==> src/rtl/lscf_pkg.sv <==
// shared types, codes and solve microprogram for the circle fit block
`default_nettype none

package lscf_pkg;

	// working width of the solve datapath; covers the largest radius numerator
	localparam int WIDE_W = 320;
	localparam int NREG = 19;
	localparam int PROG_LEN = 79;
	localparam int PC_W = $clog2(PROG_LEN);

	typedef enum logic [1:0] {
		OPER_APPEND = 2'd0,
		OPER_SOLVE  = 2'd1,
		OPER_CLEAR  = 2'd2,
		OPER_NONE   = 2'd3
	} oper_t;

	typedef enum logic [1:0] {
		STAT_OK       = 2'd0,
		STAT_SINGULAR = 2'd1,
		STAT_OVERFLOW = 2'd2
	} stat_t;

	typedef struct packed {
		logic [1:0]          operation;
		logic signed [15:0]  point_x;
		logic signed [15:0]  point_y;
	} item_t;

	typedef struct packed {
		stat_t               status;
		logic signed [31:0]  center_x;
		logic signed [31:0]  center_y;
		logic [31:0]         radius;
	} result_t;

	// solve register file slots
	typedef enum logic [4:0] {
		R_XX, R_XY, R_X, R_YY, R_Y, R_N, R_RX, R_RY, R_RR,
		R_D, R_DC0, R_DC1, R_DC2, R_ACC, R_P1, R_P2, R_P3, R_NUM, R_DEN
	} reg_t;

	typedef enum logic [3:0] {
		UOP_LOAD, UOP_MUL, UOP_ADD, UOP_SUB, UOP_SHL2,
		UOP_TSTD, UOP_CX, UOP_CY, UOP_RAD, UOP_END
	} uop_t;

	typedef struct packed {
		uop_t op;
		reg_t dst;
		reg_t a;
		reg_t b;
	} instr_t;

	typedef enum logic [3:0] {
		ST_IDLE, ST_DRAIN, ST_FETCH, ST_EXEC, ST_MUL,
		ST_DIV, ST_SQRT, ST_WRITE, ST_EMIT
	} state_t;

	typedef struct packed {
		logic   append;
		logic   clear_sums;
		logic   clr_out;
		logic   rd;
		reg_t   ra;
		reg_t   rb;
		logic   go;
		logic   step;
		logic   finish;
		logic   sq_step;
		logic   rad_load;
		logic   wr;
		reg_t   wa;
		uop_t   op;
		logic   set_stat;
		stat_t  stat;
	} cmd_t;

	typedef struct packed {
		logic pipe_empty;
		logic overflow;
		logic a_zero;
		logic a_neg;
		logic mul_done;
		logic div_done;
		logic q_big;
		logic sq_done;
	} sts_t;

	// cramer solve: sums loaded, four 3x3 determinants, then centre and radius
	localparam instr_t PROG [PROG_LEN] = '{
		'{UOP_LOAD, R_XX, R_XX, R_XX},
		'{UOP_LOAD, R_XY, R_XX, R_XX},
		'{UOP_LOAD, R_X,  R_XX, R_XX},
		'{UOP_LOAD, R_YY, R_XX, R_XX},
		'{UOP_LOAD, R_Y,  R_XX, R_XX},
		'{UOP_LOAD, R_N,  R_XX, R_XX},
		'{UOP_LOAD, R_RX, R_XX, R_XX},
		'{UOP_LOAD, R_RY, R_XX, R_XX},
		'{UOP_LOAD, R_RR, R_XX, R_XX},
		// det of the moment matrix
		'{UOP_MUL, R_P1,  R_YY,  R_N},
		'{UOP_MUL, R_P2,  R_Y,   R_Y},
		'{UOP_SUB, R_P1,  R_P1,  R_P2},
		'{UOP_MUL, R_ACC, R_XX,  R_P1},
		'{UOP_MUL, R_P1,  R_XY,  R_N},
		'{UOP_MUL, R_P2,  R_Y,   R_X},
		'{UOP_SUB, R_P1,  R_P1,  R_P2},
		'{UOP_MUL, R_P1,  R_XY,  R_P1},
		'{UOP_SUB, R_ACC, R_ACC, R_P1},
		'{UOP_MUL, R_P1,  R_XY,  R_Y},
		'{UOP_MUL, R_P2,  R_YY,  R_X},
		'{UOP_SUB, R_P1,  R_P1,  R_P2},
		'{UOP_MUL, R_P1,  R_X,   R_P1},
		'{UOP_ADD, R_D,   R_ACC, R_P1},
		'{UOP_TSTD, R_D,  R_D,   R_D},
		// first column replaced
		'{UOP_MUL, R_P1,  R_YY,  R_N},
		'{UOP_MUL, R_P2,  R_Y,   R_Y},
		'{UOP_SUB, R_P1,  R_P1,  R_P2},
		'{UOP_MUL, R_ACC, R_RX,  R_P1},
		'{UOP_MUL, R_P1,  R_RY,  R_N},
		'{UOP_MUL, R_P2,  R_Y,   R_RR},
		'{UOP_SUB, R_P1,  R_P1,  R_P2},
		'{UOP_MUL, R_P1,  R_XY,  R_P1},
		'{UOP_SUB, R_ACC, R_ACC, R_P1},
		'{UOP_MUL, R_P1,  R_RY,  R_Y},
		'{UOP_MUL, R_P2,  R_YY,  R_RR},
		'{UOP_SUB, R_P1,  R_P1,  R_P2},
		'{UOP_MUL, R_P1,  R_X,   R_P1},
		'{UOP_ADD, R_DC0, R_ACC, R_P1},
		// second column replaced
		'{UOP_MUL, R_P1,  R_RY,  R_N},
		'{UOP_MUL, R_P2,  R_Y,   R_RR},
		'{UOP_SUB, R_P1,  R_P1,  R_P2},
		'{UOP_MUL, R_ACC, R_XX,  R_P1},
		'{UOP_MUL, R_P1,  R_XY,  R_N},
		'{UOP_MUL, R_P2,  R_Y,   R_X},
		'{UOP_SUB, R_P1,  R_P1,  R_P2},
		'{UOP_MUL, R_P1,  R_RX,  R_P1},
		'{UOP_SUB, R_ACC, R_ACC, R_P1},
		'{UOP_MUL, R_P1,  R_XY,  R_RR},
		'{UOP_MUL, R_P2,  R_RY,  R_X},
		'{UOP_SUB, R_P1,  R_P1,  R_P2},
		'{UOP_MUL, R_P1,  R_X,   R_P1},
		'{UOP_ADD, R_DC1, R_ACC, R_P1},
		// third column replaced
		'{UOP_MUL, R_P1,  R_YY,  R_RR},
		'{UOP_MUL, R_P2,  R_RY,  R_Y},
		'{UOP_SUB, R_P1,  R_P1,  R_P2},
		'{UOP_MUL, R_ACC, R_XX,  R_P1},
		'{UOP_MUL, R_P1,  R_XY,  R_RR},
		'{UOP_MUL, R_P2,  R_RY,  R_X},
		'{UOP_SUB, R_P1,  R_P1,  R_P2},
		'{UOP_MUL, R_P1,  R_XY,  R_P1},
		'{UOP_SUB, R_ACC, R_ACC, R_P1},
		'{UOP_MUL, R_P1,  R_XY,  R_Y},
		'{UOP_MUL, R_P2,  R_YY,  R_X},
		'{UOP_SUB, R_P1,  R_P1,  R_P2},
		'{UOP_MUL, R_P1,  R_RX,  R_P1},
		'{UOP_ADD, R_DC2, R_ACC, R_P1},
		// centre, then radius numerator and denominator
		'{UOP_ADD,  R_P3,  R_D,   R_D},
		'{UOP_CX,   R_P3,  R_DC0, R_P3},
		'{UOP_CY,   R_P3,  R_DC1, R_P3},
		'{UOP_MUL,  R_P1,  R_DC2, R_D},
		'{UOP_SHL2, R_P1,  R_P1,  R_P1},
		'{UOP_MUL,  R_P2,  R_DC0, R_DC0},
		'{UOP_MUL,  R_NUM, R_DC1, R_DC1},
		'{UOP_ADD,  R_NUM, R_P2,  R_NUM},
		'{UOP_ADD,  R_NUM, R_P1,  R_NUM},
		'{UOP_MUL,  R_P1,  R_D,   R_D},
		'{UOP_SHL2, R_DEN, R_P1,  R_P1},
		'{UOP_RAD,  R_DEN, R_NUM, R_DEN},
		'{UOP_END,  R_XX,  R_XX,  R_XX}
	};

endpackage

`default_nettype wire

==> src/rtl/lscf_ctrl.sv <==
// controller: accepts transactions and sequences the solve microprogram
`default_nettype none

module lscf_ctrl
	import lscf_pkg::*;
(
	input  logic        clk,
	input  logic        arst_n,
	input  logic        start,
	input  logic [1:0]  oper,
	input  sts_t        sts,
	output logic        busy,
	output logic        done,
	output cmd_t        cmd
);

	state_t state_q, state_d;
	logic [PC_W-1:0] pc_q;
	logic pc_clr, pc_inc;
	instr_t ins;

	assign ins = PROG[pc_q];
	assign busy = (state_q != ST_IDLE);
	assign done = (state_q == ST_EMIT);

	always_ff @(posedge clk or negedge arst_n) begin
		if (!arst_n) begin
			state_q <= ST_IDLE;
			pc_q <= '0;
		end else begin
			state_q <= state_d;
			if (pc_clr)
				pc_q <= '0;
			else if (pc_inc)
				pc_q <= pc_q + 1'b1;
		end
	end

	always_comb begin
		state_d = state_q;
		pc_clr = 1'b0;
		pc_inc = 1'b0;
		cmd = '0;
		cmd.op = ins.op;
		cmd.wa = ins.dst;
		cmd.ra = ins.a;
		cmd.rb = ins.b;
		case (state_q)
			ST_IDLE: begin
				if (start) begin
					case (oper)
						OPER_APPEND: cmd.append = 1'b1;
						OPER_SOLVE: begin
							cmd.clr_out = 1'b1;
							pc_clr = 1'b1;
							state_d = ST_DRAIN;
						end
						OPER_CLEAR: cmd.clear_sums = 1'b1;
						default: ;
					endcase
				end
			end
			ST_DRAIN: begin
				if (sts.pipe_empty) begin
					if (sts.overflow) begin
						cmd.set_stat = 1'b1;
						cmd.stat = STAT_OVERFLOW;
						state_d = ST_EMIT;
					end else begin
						state_d = ST_FETCH;
					end
				end
			end
			ST_FETCH: begin
				cmd.rd = 1'b1;
				state_d = ST_EXEC;
			end
			ST_EXEC: begin
				cmd.go = 1'b1;
				case (ins.op)
					UOP_MUL: state_d = ST_MUL;
					UOP_LOAD, UOP_ADD, UOP_SUB, UOP_SHL2: state_d = ST_WRITE;
					UOP_TSTD: begin
						if (sts.a_zero) begin
							cmd.set_stat = 1'b1;
							cmd.stat = STAT_SINGULAR;
							state_d = ST_EMIT;
						end else begin
							pc_inc = 1'b1;
							state_d = ST_FETCH;
						end
					end
					UOP_CX, UOP_CY: state_d = ST_DIV;
					UOP_RAD: begin
						if (sts.a_zero || sts.a_neg) begin
							pc_inc = 1'b1;
							state_d = ST_FETCH;
						end else begin
							state_d = ST_DIV;
						end
					end
					default: state_d = ST_EMIT;
				endcase
			end
			ST_MUL: begin
				if (sts.mul_done)
					state_d = ST_WRITE;
				else
					cmd.step = 1'b1;
			end
			ST_DIV: begin
				if (sts.div_done) begin
					cmd.finish = 1'b1;
					if (ins.op == UOP_RAD && !sts.q_big) begin
						state_d = ST_SQRT;
					end else begin
						pc_inc = 1'b1;
						state_d = ST_FETCH;
					end
				end else begin
					cmd.step = 1'b1;
				end
			end
			ST_SQRT: begin
				if (sts.sq_done) begin
					cmd.rad_load = 1'b1;
					pc_inc = 1'b1;
					state_d = ST_FETCH;
				end else begin
					cmd.sq_step = 1'b1;
				end
			end
			ST_WRITE: begin
				cmd.wr = 1'b1;
				pc_inc = 1'b1;
				state_d = ST_FETCH;
			end
			ST_EMIT: begin
				cmd.clear_sums = 1'b1;
				state_d = ST_IDLE;
			end
			default: state_d = ST_IDLE;
		endcase
	end

endmodule

`default_nettype wire

==> config.mk <==
export PLATFORM = sky130hd
export DESIGN_NAME = lscf_ctrl
export DESIGN_NICKNAME = d
export VERILOG_FILES = /design/src/rtl/lscf_pkg.sv /design/src/rtl/lscf_ctrl.sv
export SDC_FILE = /design/constraint.sdc
export NUM_CORES = 1
export LEC_CHECK = 0
export BUFFER_PORTS_ARGS = -buffer_cell sky130_fd_sc_hd__buf_2
export CAP_MARGIN = 0
export CORE_MARGIN = 2
export CORE_UTILIZATION = 25
export CTS_CLUSTER_SIZE = 16
export DETAILED_ROUTE_END_ITERATION = 10
export PLACE_DENSITY = 0.49
export SYNTH_ARGS = -nofsm -noshare
export SYNTH_HDL_FRONTEND = slang
export SYNTH_SLANG_ARGS = --single-unit
export TNS_END_PERCENT = 20
==> constraint.sdc <==
create_clock -name clk -period 7.6 [get_ports clk]
set_input_delay 1.14 -clock clk [delete_from_list [all_inputs] [get_ports clk]]
set_output_delay 1.14 -clock clk [all_outputs]
set_load 0.005 [all_outputs]
==> results of run 1 <==
[final timing paths]
check | from | end | depth (start not counted)
min in group asynchronous | arst_n | pc_q[2] | 1
worst min register to register | state_q[3] | state_q[3] | 2
worst max-delay path | pc_q[1] | cmd[2] | 10
max in group asynchronous | arst_n | pc_q[3] | 1
worst max register to register | pc_q[1] | pc_q[3] | 9
worst min-delay path | state_q[3] | state_q[3] | 2
[cell type report]
| cell class | count | share of cell area (%) |
|---|---|---|
| Clock buffer | 4 | 1.52 |
| Multi-Input combinational cell | 319 | 72.1 |
| Tap cell | 136 | 5.74 |
| Inverter | 16 | 2.03 |
| Sequential cell | 11 | 9.33 |
| Timing Repair Buffer | 52 | 9.29 |
[metal layers]
| layer | GRT usage, % | up-vias | routed length [um] |
|---|---|---|---|
| li1 | - | 1447 | - |
| met1 | 22.9 | 1424 | 4200 |
| met2 | 24.7 | 107 | 4160 |
| met3 | 0.545 | 16 | 402 |
| met4 | 4.08 | 0 | 178 |
| met5 | 0 | - | 0 |
[flip-flops by register name (all words and copies together) (netlist names)]
signal / flops
pc_q: 7
state_q: 4
[per-stage QoR]
step	utilization [%]	instance area (um2)
2_1_floorplan	-	2670
3_3_place_gp	28.3	2920
3_5_place_dp	28.3	2920
4_1_cts	28.7	2960
5_1_grt	28.7	2960
6_report	28.7	2960
[layout by cell type, fill, tap and decap left out, types with 4 or more instances in the layout]
| master | n |
|---|---|
| nand3_1 | 8 |
| a221oi_1 | 5 |
| buf_4 | 6 |
| buf_2 | 46 |
| mux2i_1 | 8 |
| nand2b_1 | 7 |
| o211ai_1 | 6 |
| a31oi_1 | 8 |
| and2_1 | 5 |
| o21ai_0 | 30 |
| a211oi_1 | 4 |
| ha_1 | 13 |
| nand2_1 | 45 |
| inv_1 | 15 |
| o31ai_1 | 4 |
| nor2b_1 | 7 |
| and3_1 | 7 |
| nor2_1 | 36 |
| dfrtp_1 | 10 |
| nand3b_1 | 5 |
| a21oi_1 | 32 |
| mux4_2 | 7 |
| nor3_1 | 13 |
[logic make-up (layout without fill, tap and decap cells)]
| family | count (synthesis) | after routing | synth area share (%) |
|---|---|---|---|
| AO/OA/AOI/OAI | 126 | 126 | 31.9 |
| AND/OR/NAND/NOR | 160 | 160 | 31.4 |
| buffers and inverters | 54 | 72 | 9.57 |
| adder cells (fa/ha/maj) | 13 | 13 | 6.10 |
| flip-flops | 11 | 11 | 10.3 |
| multiplexers | 17 | 17 | 9.76 |
| XOR/XNOR | 3 | 3 | 0.985 |
[tightest hold or removal path, cell delays in order (launching register included)]
cell	delay, ns
dfrtp_1	0.42
or2_2	0.17
a31oi_1	0.06
[power breakdown]
| part | internal (W) | switching (W) | total [W] |
|---|---|---|---|
| sequential | 0.0000780 | 0.0000329 | 0.000111 |
| clock | 0.0000367 | 0.0000207 | 0.0000574 |
| combinational | 0.000347 | 0.000525 | 0.000871 |
==> metrics.md, run 1 <==
| Metric | Value |
|---|---|
| Required @ worst endpoint | `6.46 ns` |
| Htree depth | `1` |
| Fillers | `1144` |
| Cells after synthesis | `~380` |
| Fmax | `~210 MHz` |
| Skew-Pair Late Insertion Delay | `0.23 ns` |
| Final ANT Viol Nets | `0` |
| Worst Clk Skew | `0.00376 ns` |
| CTS tree | `done` |
| Fraction of layout cells with a size suffix above 1 | `20.4%` |
| # rows | `37` |
| Final WS setup | `2.93 ns` |
| Crit-path max FO | `16` |
| Async SR Flop Fraction | `between 90% and 100%` |
| Commonest cells post-synth | `45 x nand2_1, 36 x nor2_1, 32 x a21oi_1, 30 x o21ai_0, 15 x inv_1` |
| Via count | `about 3000` |
| Initial antenna violation count | `0` |
| Dpl cells | `534` |
| Clk sinks | `11` |
| Initial Util | `25.8%` |
| Detailed-route DRC error count | `0` |
| Finished Layout Cells | `538` |
| DRT Pass-1 Iters | `5` |
| Most frequent cell after synthesis | `nand2_1` |
| Clock tree buffer depth | `2` |
| Reg2Reg Setup Slack | `between 4 and 5 ns` |
| DPL Wire Length | `6450 um` |
| Clock slew at reported path FFs | `around 0.05 ns` |
| Cell Area, Synth | `between 2000 and 3000 um2` |
| Post-Syn Nets | `410` |
| Area contributors post-synth | `dfrtp_1 10%, nand2_1 6.3%, ha_1 6.1%` |
| Sequential cell area fraction in the yosys report | `10.3%` |
| CTS buffer count | `3` |
| Pwr dens | `roughly 350 nW/um2` |
| Cell taking the most area after synthesis | `dfrtp_1` |
| Antenna diodes | `0` |
| Wire per inst | `16.6 um` |
| Min Tclk post-route | `4.67 ns` |
| Die span in y | `approximately 110 um` |
| Cts repair resizes | `0` |
| FF+latch count, synth | `11` |
| Critical Path Start Type | `flip-flop` |
| Post-Route WL | `~9000 um` |
| Area Overhead vs Synth | `11.1%` |
| Yosys cell types | `71` |
| Core ar. | `10300 um2` |
| Die W | `around 110 um` |
| Final setup TNS | `0 ns` |
| Postcts setup bufs | `0` |
| Final Cycle Share | `approximately 60%` |
| CP endpoint kind | `output port` |
| Max incr delay on CP | `0.68 ns` |
| Critical Path Most Common Cell | `a221oi_2` |
| Worst VDD drop | `roughly 0.20 mV` |
| Post-synth EDFFs | `0` |
| Largest delay contributor family on the critical path | `simple AND/OR/NAND/NOR gates` |
| Hold Vio Cnt, Final | `0` |
| Setup CP Type | `reg2out` |
| Status | `complete, no violations` |
| Dominant synthesized flop cell | `dfrtp_1` |
| Post-Syn Area per Cell | `6.95 um2` |
| Post-synth top area share | `10.3%` |
| Hold-fix buffers at CTS | `0` |
| Total power | `~0.0010 W` |
| Total track usage | `between 15 and 20%` |
| Area of the multi-input gates | `2140 um2` |
| Reg area | `277 um2` |
| Initial DRC Count | `301` |
| Worst rel slew slack | `50.6%` |
| WP data arrival | `3.53 ns` |
| Pin count of the biggest net entering global routing | `75` |
| First-pass GRT wire length | `about 15000 um` |
| Gpl congestion | `0.899` |
| Final Hold Slack | `roughly 0.7 ns` |
| Worst hold path class | `reg2reg` |
| Root buf cell | `clkbuf_8` |
| Via density | `5.57` |
| Setup WS pre-CTS | `3.26 ns` |
| Layout Nets | `~430` |
| Synthesis Warnings | `0` |
| Die area | `11500 um2` |
| LEAKAGE | `1.31 nW` |
| Max Transition Viols Final | `0` |
| IO Count | `47` |
| RSZ-0062 raised after global routing | `false` |
| Critical path buffers and inverters | `2` |
| Number of global-route vias before repair | `2768` |
| CP cell instances | `inv_1 > ha_1 > or2_1 > a221oi_2 > a221oi_2 > and3_1 > nor2_1 > or4b_1 > nand2_1 > buf_2` |
| Congestion Overflow GR | `0` |
| Slowest CP cell | `dfrtp_1` |
| Maxcap violations | `0` |
| Slew @ Worst Pin | `0.740 ns` |
| Port Buffers | `46` |
| Endpoints failing setup | `0` |
Power figures use the tool's default switching activity.
==> inputs of run 2 (changes only) <==
Settings changed: ABC_AREA from default to 1.
Clock period 7.6 ns to 4.3 ns, I/O delays scaled along.
==> run 2 against run 1 <==
Critical path depth is 7 higher. Sequential power increased by 50%. Clock power up 73%. Flip-flop and latch count unchanged. First-iteration DRC count rose by 30%. Count of clock-buffer cells in the layout did not move. Core utilization is 1.4 points higher. Global-route usage is 2.1 points higher. Routed wire length increased by 3.5%. Synthesized cell count grew 6.8%. Critical path type unchanged.
==> metrics.md, run 2 <==
| Metric | Value |
|---|---|
| Status | `complete, no violations` |
| Final Cycle Share | `between 80% and 90%` |
| Worst hold path class | `in2async` |
| Async SR Flop Fraction | `100% (unchanged)` |
| Die area | `10400 um2 (-10%)` |
| Cells after synthesis | `410 (+6.8%)` |
| WP data arrival | `3.02 ns (-0.51 ns)` |
| Initial DRC Count | `390 (+30%)` |
| Worst VDD drop | `0.166 mV (-16%)` |
| Most frequent cells in the layout | `100 x nand2_1, 46 x buf_2, 42 x inv_1` |
| Min Tclk post-route | `around 3.7 ns` |
| Mux share of post-synthesis cell area | `0% (-9.8 points)` |
| Commonest cells post-synth | `100 x nand2_1, 42 x inv_1, 40 x nand3_1, 39 x nor2_1, 25 x a21oi_1` |
| Largest Register | `pc_q` |
| Initial antenna violation count | `0 (unchanged)` |
| Compound-Gate Fraction of Synth Area | `24.3% (-7.6 points)` |
| Most frequent cell after synthesis | `nand2_1` |
| Synthesis Warnings | `0 (unchanged)` |
| Via density | `5.45 (-2.0%)` |
| Clock slew at reported path FFs | `0.05 ns (about the same)` |
| Crit-path max FO | `14 (-2)` |
| Cell taking the most area after synthesis | `nand2_1` |
| Postcts setup bufs | `0 (unchanged)` |
| Fmax | `approximately 270 MHz` |
| LEAKAGE | `1.48 nW (+13%)` |
| Clock tree buffer depth | `2 (unchanged)` |
| Largest register FFs | `7 (unchanged)` |
| Fraction of layout cells with a size suffix above 1 | `19.3% (-1.1 points)` |
| # rows | `35 (-5.4%)` |
| Sw Share | `56.9% (+1.3 points)` |
| Max Transition Viols Final | `0 (unchanged)` |
| Slew @ Worst Pin | `0.929 ns (+0.189 ns)` |
| Required @ worst endpoint | `3.65 ns (-2.81 ns)` |
| Gpl congestion | `0.992 (+10%)` |
| Seq pwr share | `19.0% (+8.3 points)` |
| Post-synth top area share | `15.7% (+5.4 points)` |
| Final setup TNS | `0 ns (unchanged)` |
| Congestion Overflow GR | `0 (unchanged)` |
| Antenna diodes | `0 (unchanged)` |
| Skew-Pair Late Insertion Delay | `0.23 ns (about the same)` |
| CTS tree | `done` |
| Final Hold Slack | `0.269 ns (-0.423 ns)` |
| Pwr dens | `316 nW/um2 (-9.8%)` |
| Int Power | `0.000379 W (-18%)` |
| Sequential cell area fraction in the yosys report | `11.5% (+1.2 points)` |
| Clock power share | `11.3% (+5.8 points)` |
| Largest regs | `pc_q x7, state_q x4` |
| Post-Syn Nets | `436 (+6.3%)` |
| Number of global-route vias before repair | `2888 (+4.3%)` |
| Setup CP Type | `reg2out` |
| Total track usage | `17.6% (+2.1 points)` |
| Post-Route WL | `9240 um (+3.5%)` |
| Synth Area in Adders | `6.80% (+0.71 points)` |
| Switch Pwr | `0.000500 W (-13%)` |
| Wire per inst | `16.0 um (-3.9%)` |
| Leading cell type in the layout, fill and taps excluded | `nand2_1` |
| Area Overhead vs Synth | `16.2%` |
| Reg2Reg Setup Slack | `1.19 ns (-2.86 ns)` |
| IO Count | `47 (unchanged)` |
| First-pass GRT wire length | `14700 um (+0.33%)` |
| CP endpoint kind | `output port` |
| Pin count of the biggest net entering global routing | `28 (-63%)` |
| Logic pwr share | `69.7% (-14 points)` |
| Hold Vio Cnt, Final | `0 (unchanged)` |
| Synth Area in Simple Gates | `43.7% (+12 points)` |
| Yosys cell types | `46 (-35%)` |
| RSZ-0062 raised after global routing | `false` |
| Total power | `0.000879 W (-15%)` |
| Post-synth EDFFs | `0 (unchanged)` |
| Port Buffers | `46 (unchanged)` |
| Maxcap violations | `0 (unchanged)` |
| Detailed-route DRC error count | `0 (unchanged)` |
| Hold-fix buffers at CTS | `0 (unchanged)` |
| Die span in y | `102 um (-5.1%)` |
| Die W | `102 um (-5.1%)` |
| XOR/XNOR Fraction of Synth Area | `1.47% (+0.48 points)` |
| Final ANT Viol Nets | `0 (unchanged)` |
| Via count | `3158 (+5.5%)` |
| Largest family of logic cells by synthesized area | `simple AND/OR/NAND/NOR gates` |
| DRT Pass-1 Iters | `6 (+1)` |
| Clk sinks | `11 (unchanged)` |
| FF+latch count, synth | `11 (unchanged)` |
| Critical Path Start Type | `flip-flop` |
| Cts repair resizes | `0 (unchanged)` |
| Area contributors post-synth | `nand2_1 16%, dfrtp_1 12%, nand3_1 8.4%` |
| Initial Util | `25.9% (+0.037 points)` |
| Worst rel slew slack | `38.1% (-13 points)` |
| Root buf cell | `clkbuf_8` |
| Endpoints failing setup | `0 (unchanged)` |
| Worst Clk Skew | `0.00229 ns (-0.00148 ns)` |
| Core ar. | `9240 um2 (-10%)` |
| Dominant synthesized flop cell | `dfrtp_1` |
| Cell Area, Synth | `2390 um2 (-10%)` |
| Final Util | `30.1% (+1.4 points)` |
| Post-Syn Area per Cell | `5.83 um2 (-16%)` |
| Layout Nets | `477 (+11%)` |
| CTS buffer count | `3 (unchanged)` |
| DPL Wire Length | `7060 um (+9.5%)` |
| Htree depth | `1 (unchanged)` |
==> run 2: cell count changes in the layout (fill, tap and decap cells not counted), sizes merged, moves of 8 or more <==
cell and delta:
nand2 +68, inv +31, nand4 +15, nor2b -8, nand3 +32, mux2i -8
==> run 2: power by group through the flow <==
stage / logic, W / clock network, W / registers [W]
global route: 0.000678 / 0.000108 / 0.000172
floorplan: 0.000424 / 0 / 0.000154
global placement: 0.000606 / 0 / 0.000165
detailed placement: 0.000590 / 0 / 0.000168
CTS: 0.000593 / 0.000102 / 0.000166
finish: 0.000613 / 0.0000994 / 0.000167
==> run 2: worst max-delay path, stage by stage (launching register included) <==
cell,delay [ns]
dfrtp_1,0.67
inv_1,0.28
ha_1,0.44
inv_1,0.11
nand2_1,0.15
nand2_1,0.07
nand2_1,0.06
nand2_1,0.06
clkinv_1,0.05
nand2_2,0.06
nand2_2,0.08
nand3_2,0.10
nand2_4,0.11
nand2_1,0.10
nor3_1,0.13
nand3_1,0.13
nand2_1,0.07
buf_2,0.11
==> run 2: kinds of logic (layout without fill, tap and decap cells) <==
family / Yosys count / after routing
flops: 11 / 11
buf+inv: 67 / 107
simple gates: 224 / 224
fa+ha+maj: 13 / 13
compound gates: 91 / 91
xor+xnor: 4 / 4
==> run 2: final cells by class <==
cell class	count	area (um2)
fill	1040	6460
multi-input combinational	332	1820
timing repair buffer	53	283
sequential	11	275
inverter	50	190
tap	129	161
clock buffer	4	45.0
==> run 2: final timing paths <==
kind                              endpoint  depth (start not counted)        from
worst max-delay path                cmd[2]                         17     pc_q[1]
worst min-delay path            state_q[0]                          1      arst_n
worst max register to register     pc_q[0]                         17     pc_q[1]
worst min register to register  state_q[0]                          2  state_q[0]
max in group asynchronous          pc_q[1]                          1      arst_n
min in group clk                state_q[0]                          2  state_q[0]
==> run 2: metrics by stage <==
stage	worst slack, ns	cells	area (um2)
2_1_floorplan	1.48	410	2390
3_3_place_gp	1.05	575	2730
3_5_place_dp	0.980	575	2730
4_1_cts	0.728	579	2780
5_1_grt	0.355	579	2780
6_report	0.639	579	2780
==> run 2: routing by layer <==
metal / share of wire [%] / up-vias / GRT usage [%]
li1: - / 1482 / -
met3: 9.3 / 32 / 2.14
met4: 2.7 / 0 / 7.17
met5: 0 / - / 0
met1: 43 / 1443 / 24.7
met2: 45 / 201 / 27.1
